<file path="src/rtl/uesi_pkg.sv">
// shared types and constants of the unique edge set block
`timescale 1ns / 1ps

package uesi_pkg;

    localparam int INDEX_W  = 16;
    localparam int STATUS_W = 2;
    localparam int TOTAL_W  = 9;

    localparam logic [STATUS_W-1:0] ST_ADDED     = 2'd0;
    localparam logic [STATUS_W-1:0] ST_DUPLICATE = 2'd1;
    localparam logic [STATUS_W-1:0] ST_FULL      = 2'd2;
    localparam logic [STATUS_W-1:0] ST_CLEARED   = 2'd3;

    // search token handed from cell to cell
    typedef struct packed {
        logic live;
        logic hit;
    } tok_t;

endpackage

</file>
<file path="src/rtl/uesi_cell.sv">
// one compare cell: holds one stored edge and forwards the search token
`timescale 1ns / 1ps

module uesi_cell
    import uesi_pkg::*;
#(
    parameter int KEY_W   = 32,
    parameter int COUNT_W = 9,
    parameter int CELL_ID = 0
)
(
    input  logic               clk,
    input  logic               rst_n,
    input  logic [KEY_W-1:0]   key,
    input  logic [COUNT_W-1:0] fill,
    input  tok_t               tok_in,
    output tok_t               tok_out
);

    logic [KEY_W-1:0] entry_reg;
    tok_t             tok_reg;
    tok_t             tok_next;
    logic             in_use;
    logic             match;
    logic             write_en;

    assign in_use   = COUNT_W'(CELL_ID) < fill;
    assign match    = in_use && (entry_reg == key);
    // first free slot takes the key when nothing upstream matched
    assign write_en = tok_in.live && !tok_in.hit && (fill == COUNT_W'(CELL_ID));

    always_comb
    begin
        tok_next.live = tok_in.live;
        tok_next.hit  = tok_in.live && (tok_in.hit || match);
    end

    always_ff @(posedge clk or negedge rst_n)
    begin
        if (!rst_n)
        begin
            tok_reg <= '0;
        end
        else
        begin
            tok_reg <= tok_next;
        end
    end

    always_ff @(posedge clk)
    begin
        if (write_en)
        begin
            entry_reg <= key;
        end
    end

    assign tok_out = tok_reg;

endmodule

</file>
<file path="config.mk">
export PLATFORM = sky130hd
export DESIGN_NAME = uesi_cell
export DESIGN_NICKNAME = d
export VERILOG_FILES = /design/src/rtl/uesi_pkg.sv /design/src/rtl/uesi_cell.sv
export SDC_FILE = /design/constraint.sdc
export NUM_CORES = 1
export LEC_CHECK = 0
export ABC_CLOCK_PERIOD_IN_PS = 1650
export BUFFER_PORTS_ARGS = -buffer_cell sky130_fd_sc_hd__buf_2
export CORE_ASPECT_RATIO = 1.2
export CORE_MARGIN = 2
export CORE_UTILIZATION = 49
export DETAILED_ROUTE_END_ITERATION = 8
export HOLD_SLACK_MARGIN = 0.1
export PLACE_DENSITY = 0.78
export SYNTH_ARGS = -nofsm -noshare
export SYNTH_HDL_FRONTEND = slang
export SYNTH_SLANG_ARGS = --single-unit
</file>
<file path="constraint.sdc">
create_clock -name clk -period 1.65 [get_ports clk]
set_input_delay 0.495 -clock clk [delete_from_list [all_inputs] [get_ports clk]]
set_output_delay 0.495 -clock clk [all_outputs]
set_load 0.01 [all_outputs]
</file>
# Word-level counts from Yosys, hierarchy flattened
# Index checks and enable logic that the tools add are counted.
# op_classes
magnitude_cmp	1
n_reduce_logical	7
eq_ne	1
# ops
operator	count
32-bit equality test	1
9-bit zero test	1
1-bit by 9-bit less-than comparator with 1-bit output (first input constant)	1
1-bit logical AND	4
1-bit zero test	1
1-bit logical OR	1
# totals
ff_bits	34
in_bits	45
wordCells	12
output_inout_bits	2

# Logic depth before layout (Yosys ltp)
# Gate-level depths: netlist of run 1.
# depth
ltp_word	4
mapped_depth	5
depth_no_buf	5

# Worst setup path before layout of run 1
# Ideal clock, no wire load.
# synth_timing
kind	input to register
from	input port fill[5]
to	register entry_reg[0], enable pin
path_stages	3
setup_time_ps	468
setup_slack_ps	-2109
arrival_ps	3291
n_path_buf	0
required_ps	1182
path_cell_list	nor4_1 -> nand3_1 -> nor3b_1
# synth_between
elab_chain_len	2
# synth_lines
element	line_no	text
from (decl)	uesi_cell.sv:15	input logic [COUNT_W-1:0] fill,
9-bit zero test	uesi_cell.sv:30	assign write_en = tok_in.live && !tok_in.hit && (fill == COUNT_W'(CELL_ID));
1-bit logical AND	uesi_cell.sv:30	
named net write_en	uesi_cell.sv:25	logic write_en;
to (signal assigned)	uesi_cell.sv:54	entry_reg <= key;
to (decl)	uesi_cell.sv:20	logic [KEY_W-1:0] entry_reg;
# The timed path passes the listed nets, and every way through them passes these cells.
# A chain may end at the register's enable or synchronous reset.

# Worst setup path in the final report of run 1
# layout_timing
from	input port fill[5]
to	register entry_reg[19], enable pin
# Same word-level chain as after synthesis.

==> results of run 1 <==
report_power, final:
part           switching, W  internal, W
clock              0.000250     0.000160
combinational     0.0000512    0.0000665
sequential      0.000000821     0.000944
total              0.000302      0.00117
stage by stage:
stage / setup slack [ns] / TNS, ns / hold slack [ns]
floorplan: -0.552 / -17.65 / 0.199
global placement: -0.154 / -4.82 / 0.279
detailed placement: -0.192 / -6.02 / 0.282
CTS: 0.165 / 0 / 0.310
global route: 0.0221 / 0 / 0.300
finish: 0.164 / 0 / 0.326
worst min path at each step:
stage / startpoint / endpoint / slack (ns) / cells after the start
final: tok_in[1] / tok_out[1] / 0.33 / 1
after global routing: tok_in[1] / tok_out[1] / 0.30 / 1
after CTS: tok_in[1] / tok_out[1] / 0.31 / 1
after detailed placement: rst_n / tok_out[1] / 0.28 / 1
after global placement: rst_n / tok_out[1] / 0.28 / 1
after floorplan: rst_n / tok_out[0] / 0.20 / 0
layout make-up:
class,instances,area [µm²]
Clock buffer,6,41.3
Clock inverter,2,8.76
Fill cell,218,986
Multi-Input combinational cell,50,402
Sequential cell,34,1010
Tap cell,34,42.5
Timing Repair Buffer,49,268
logic make-up (layout without fill, tap and decap cells):
| logic type | count (synthesis) | after routing | share of synthesized area, % |
|---|---|---|---|
| flip-flops | 34 | 34 | 72.5 |
| AND/OR/NAND/NOR | 17 | 17 | 7.08 |
| AO/OA/AOI/OAI | 1 | 1 | 0.358 |
| buffers and inverters | 0 | 57 | 0 |
| XOR/XNOR | 32 | 32 | 20.1 |
cell usage in the layout, fill, tap and decap left out:
cell / synthesis / routed
dlygate4sd3_1: 0 / 1
edfxtp_1: 32 / 32
buf_12: 0 / 1
buf_4: 0 / 1
nand4_1: 6 / 6
buf_2: 0 / 46
nor3b_4: 0 / 1
clkbuf_4: 0 / 5
clkinv_1: 0 / 1
nand2_1: 1 / 1
clkinv_2: 0 / 1
nor2_1: 1 / 1
nor3_1: 2 / 2
dfrtp_1: 2 / 2
nand3_1: 1 / 1
xor2_1: 15 / 15
nor4_2: 0 / 1
o21ai_1: 1 / 1
xnor2_1: 17 / 17
nor4_1: 5 / 4
clkbuf_1: 0 / 1
timing repair:
| item | CTS | global route |
|---|---|---|
| hold buffers | 1 | 0 |
| setup endpoints to repair | 0 | 0 |
| endpoints found under the hold margin | 2 | 0 |
metal layers:
metal | part of all wire [%] | up-vias | GRT usage, %
li1 | - | 424 | -
met3 | 8.7 | 3 | 5.74
met4 | 0.78 | 0 | 6.73
met2 | 48 | 40 | 24.1
met1 | 42 | 382 | 18.5
met5 | 0 | - | 0
==> impl_metrics.toml, run 1 <==
[routing]
first_pass_iters = 3
routed_wl_um = 2180
drt_iter0_markers = 11
ant_nets = 0
route.detailed.drc = 0
wire_per_inst_um = 12.5
vias = 849
viasPerCell = 4.85

[final_layout]
diodes = 0
final_util_pct = 64.3
areaGrowthSynthToFinish_pct = 27.1
nets = 185
largest_reg_flops = 32
drive_above_1_share_pct = 39.7
finalNonFillerCells = 175
fin_area_um2 = 1770

[place]
dp.cells = 166
place_hpwl_um = 1680
place_area_um2 = 1710
place.gp.congestion = 0.680
io_buffers = 46

[critical_path]
timing.rr.end = "tok_out[0]"
crit_family = "simple AND/OR/NAND/NOR gates"
startpoint = "fill[5]"
reg2regPathDepth = 5
crit_arrival_ns = 1.51
cp_num_cells = 5
crit_end = "entry_reg[19]"
path_class = "primary input to flip-flop"
timing.rr.start = "entry_reg[7]"
cp_max_fo = 24
r2r_slack_ns = 0.30
cpPeakStageDelay_ns = 0.28
path_buf_inv = 2
crit_chain = "buf_2, nor4_2, nand3_1, nor3b_4, buf_12"
cp-start-kind = "primary input"
end_kind = "flip-flop"
cp_data_required_time_ns = 1.68
cp_slowest_cell = "nor3b_4"

[clocking]
root_buffer = "clkbuf_4"
clockBufferDepth = 2
cts_tree = "built"
cts_resized = 0
htree_levels = 2
clkTransAtPathRegs_ns = 0.10
clkLatencyLatePin_ns = 0.32
cts_setup_buffers = 0
cts_num_sinks = 34
numCtsBuffers = 5

[sta]
period_share_pct = 90.0
max_slew_margin_pct = 77.5
hold_violations = 0
rsz0062_at_grt = "false"
setup_viol = 0
tightest_slew_ns = 0.334
max_freq_mhz = 673
clock_skew_ns = 0.00977
maxSlewViolCount = 0
min_period_ns = 1.49

[logic_synthesis]
syn_nets = 129
yosysUniqueCellTypes = 12
ys.flop_type = "edfxtp_1"
synth_commonest_cells = "edfxtp_1, xnor2_1, xor2_1, nand4_1, nor4_1"
yosysMostFrequentCell = "edfxtp_1"
yosys_warnings = 0
synth_top_cell_by_area = "edfxtp_1"
synth_area_um2 = 1400
ys_seq_area_share_pct = 72.5
synth_top_area_share_pct = 68.9
syn_avg_cell_area_um2 = 16.6
ys_ff_latch = 34
synth_area_leaders = "edfxtp_1, xnor2_1, xor2_1"
synth-edff-count = 32
synthesis.instances = 84
synthArstFlopShare_pct = 5.88

[power_and_ir_drop]
p_leak_nw = 0.659
p_total_w = 0.00147
powerDensity_nw_per_um2 = 831
peakVddDrop_mv = 0.615

[run_status]
outcome = "complete, no violations"

[die]
core-area_um2 = 2760
die_h_um = 62.5
start_util_pct = 50.6
rows = 21
io_pins = 47
die_x_um = 52.7
die_area_um2 = 3290

[hold_path]
hold_class = "primary input to flip-flop"

[global_route]
overflow = 0
grt_pass1_wl_um = 3590
antenna_found_initial = 0
grt_pass1_vias = 872
grt_util_all_layers_pct = 15.3
grt_start_max_net_pins = 25

[job]
cap_violations = 0
Power figures use the tool's default switching activity.
==> run 2, diff against run 1 <==
--- a/config.mk
+++ b/config.mk
@@ -7,2 +7,3 @@
 export LEC_CHECK = 0
+export ABC_AREA = 1
 export ABC_CLOCK_PERIOD_IN_PS = 1650
@@ -11,3 +12,3 @@
 export CORE_MARGIN = 2
-export CORE_UTILIZATION = 49
+export CORE_UTILIZATION = 50
 export DETAILED_ROUTE_END_ITERATION = 8
==> constraint.sdc (replaced) <==
create_clock -name clk -period 1.65 [get_ports clk]
set_input_delay 0.165 -clock clk [delete_from_list [all_inputs] [get_ports clk]]
set_output_delay 0.165 -clock clk [all_outputs]
set_load 0.01 [all_outputs]
==> run 2 against run 1 <==
  * Synthesized area up 7.8%
  * Non-clock buffer count rose by 33
  * Synthesized cell count increased by 49%
  * Maximum frequency grew 13%
  * Worst setup slack gained 0.17 ns
  * Sequential power barely moved
  * First-iteration DRC count grew to 2.5 times the previous value
  * Utilization is 14 points higher
  * Clock skew decreased by 0.0013 ns
  * Critical endpoint is now tok_out[0]
  * Largest power group unchanged
==> impl_metrics.toml, run 2 <==
[logic_synthesis]
synth_top_cell_by_area = "edfxtp_1"
syn_nets = 170
yosys_warnings = 0
synth_area_um2 = 1500
ys_seq_area_share_pct = 67.2
yosysUniqueCellTypes = 11
yosysMostFrequentCell = "nand2_1"
synth_commonest_cells = "nand2_1, edfxtp_1, xnor2_1, nor2_1, inv_1"
ys_ff_latch = 34
ys.flop_type = "edfxtp_1"
synth-edff-count = 32
synth_top_area_share_pct = 63.9
synthArstFlopShare_pct = 5.88
synth_area_leaders = "edfxtp_1, xnor2_1, nand2_1"
syn_avg_cell_area_um2 = 12.0
synthesis.instances = 125

[sta]
clock_skew_ns = 0.00845
max_freq_mhz = 763
setup_viol = 0
max_slew_margin_pct = 85.9
min_period_ns = 1.31
fin_setup_tns_ns = 0
tightest_slew_ns = 0.211
rsz0062_at_grt = "false"
period_share_pct = 79.4
whs_ns = 0.153
hold_violations = 0
maxSlewViolCount = 0

[global_route]
grt_start_max_net_pins = 33
antenna_found_initial = 0
grt_pass1_wl_um = 5040
grt_util_all_layers_pct = 21.6
overflow = 0
grt_pass1_vias = 1258

[clocking]
clkTransAtPathRegs_ns = 0.09
htree_levels = 2
numCtsBuffers = 5
root_buffer = "clkbuf_4"
clockBufferDepth = 2
cts_resized = 0
clkLatencyLatePin_ns = 0.34
cts_num_sinks = 34
cts_tree = "built"
cts_setup_buffers = 0
cts-hold-fix-buffers = 35

[die]
rows = 21
die_area_um2 = 3460
die_x_um = 54.1
start_util_pct = 53.0
core-area_um2 = 2840
die_h_um = 64.1
io_pins = 47

[final_layout]
diodes = 0
nets = 259
multi_input_area_um2 = 478
final_common_cell = "buf_2"
final_cell_mix = "buf_2, dlygate4sd3_1, nand2_1, edfxtp_1, xnor2_1"
areaGrowthSynthToFinish_pct = 47.8
fin_area_um2 = 2220
largest_reg_flops = 32
drive_above_1_share_pct = 27.0
regArea_um2 = 1010
n_fill_cell = 198
finalNonFillerCells = 249

[routing]
viasPerCell = 4.73
first_pass_iters = 4
route.detailed.drc = 0
routed_wl_um = 3250
ant_nets = 0
wire_per_inst_um = 13.0
drt_iter0_markers = 28
vias = 1177

[place]
dp.cells = 206
place_hpwl_um = 1900
place_area_um2 = 1820
place.gp.congestion = 0.633
io_buffers = 46

[power_and_ir_drop]
sequentialPowerShare_pct = 59.9
pwr-share-comb_pct = 13.0
p_leak_nw = 0.894
p_total_w = 0.00158
peakVddDrop_mv = 0.835
power.internal_w = 0.00123
power.share.switching_pct = 22.0
powerDensity_nw_per_um2 = 710
clkPwrFrac_pct = 27.1
power.switching_w = 0.000347

[critical_path]
cp-start-kind = "primary input"
end_kind = "flip-flop"
crit_arrival_ns = 1.58
cp_max_fo = 2
reg2regPathDepth = 7
cp_data_required_time_ns = 1.92
path_class = "primary input to flip-flop"

[run_status]
outcome = "complete, no violations"

[job]
cap_violations = 0

[hold_path]
hold_class = "primary input to asynchronous set/reset pin"
==> run 2: cell types whose count changed in the layout (fill, tap and decap cells not counted), sizes merged, moves of 5 or more <==
cell	delta
dlygate4sd3	+34
inv	+11
nand2	+32
nand4	-6
nor2	+12
nor4	-5
xnor2	+10
xor2	-15
==> run 2: metrics by stage <==
| stage | setup WS, ns | utilization (%) |
|---|---|---|
| CTS | 0.395 | 78.4 |
| floorplan | -0.0414 | - |
| global route | 0.266 | 78.4 |
| detailed placement | 0.240 | 64.2 |
| finish | 0.339 | 78.4 |
| global placement | 0.324 | 64.2 |
==> run 2: cell type report <==
type / count / area share, %
inverter: 11 / 1.86
multi-input combinational: 80 / 21.5
clock buffer: 6 / 1.86
tap: 34 / 1.91
sequential: 34 / 45.5
timing repair buffer: 82 / 27.0
clock inverter: 2 / 0.394
==> run 2: power by group through the flow <==
stage               clock (W)  sequential (W)  combinational (W)
CTS                  0.000448        0.000945           0.000200
global placement            0        0.000965           0.000130
finish               0.000428        0.000945           0.000205
detailed placement          0        0.000965           0.000137
floorplan                   0        0.000967          0.0000526
global route         0.000477        0.000945           0.000223
==> run 2: final timing paths <==
check	startpoint	end	slack, ns
setup / recovery	key[4]	tok_out[0]	0.34
setup reg to reg	entry_reg[15]	tok_out[0]	0.47
hold / removal	rst_n	tok_out[1]	0.15
max in group asynchronous	rst_n	tok_out[0]	1.39
hold reg to reg	entry_reg[26]	tok_out[0]	0.73
min in group clk	fill[2]	tok_out[0]	0.47
==> run 2: cell families after synthesis <==
| group | count (synthesis) | synth area share (%) |
|---|---|---|
| flops | 34 | 67.2 |
| compound gates | 1 | 0.582 |
| xor+xnor | 27 | 15.7 |
| simple gates | 52 | 13.7 |
| buf+inv | 11 | 2.75 |
==> run 2: critical path: stages <==
cell,delay (ns)
dlygate4sd3_1,0.57
buf_2,0.15
xnor2_1,0.15
nand2_1,0.06
nor2_1,0.12
nand2_1,0.06
nor2_1,0.12
nand2_1,0.08
a21oi_2,0.10
==> run 2: routing by layer <==
layer	up-vias	part of all wire, %	track usage (%)
met5	-	0	0
li1	582	-	-
met2	40	54	38.4
met3	7	5.9	8.18
met1	548	37	20.2
met4	0	2.8	11.3
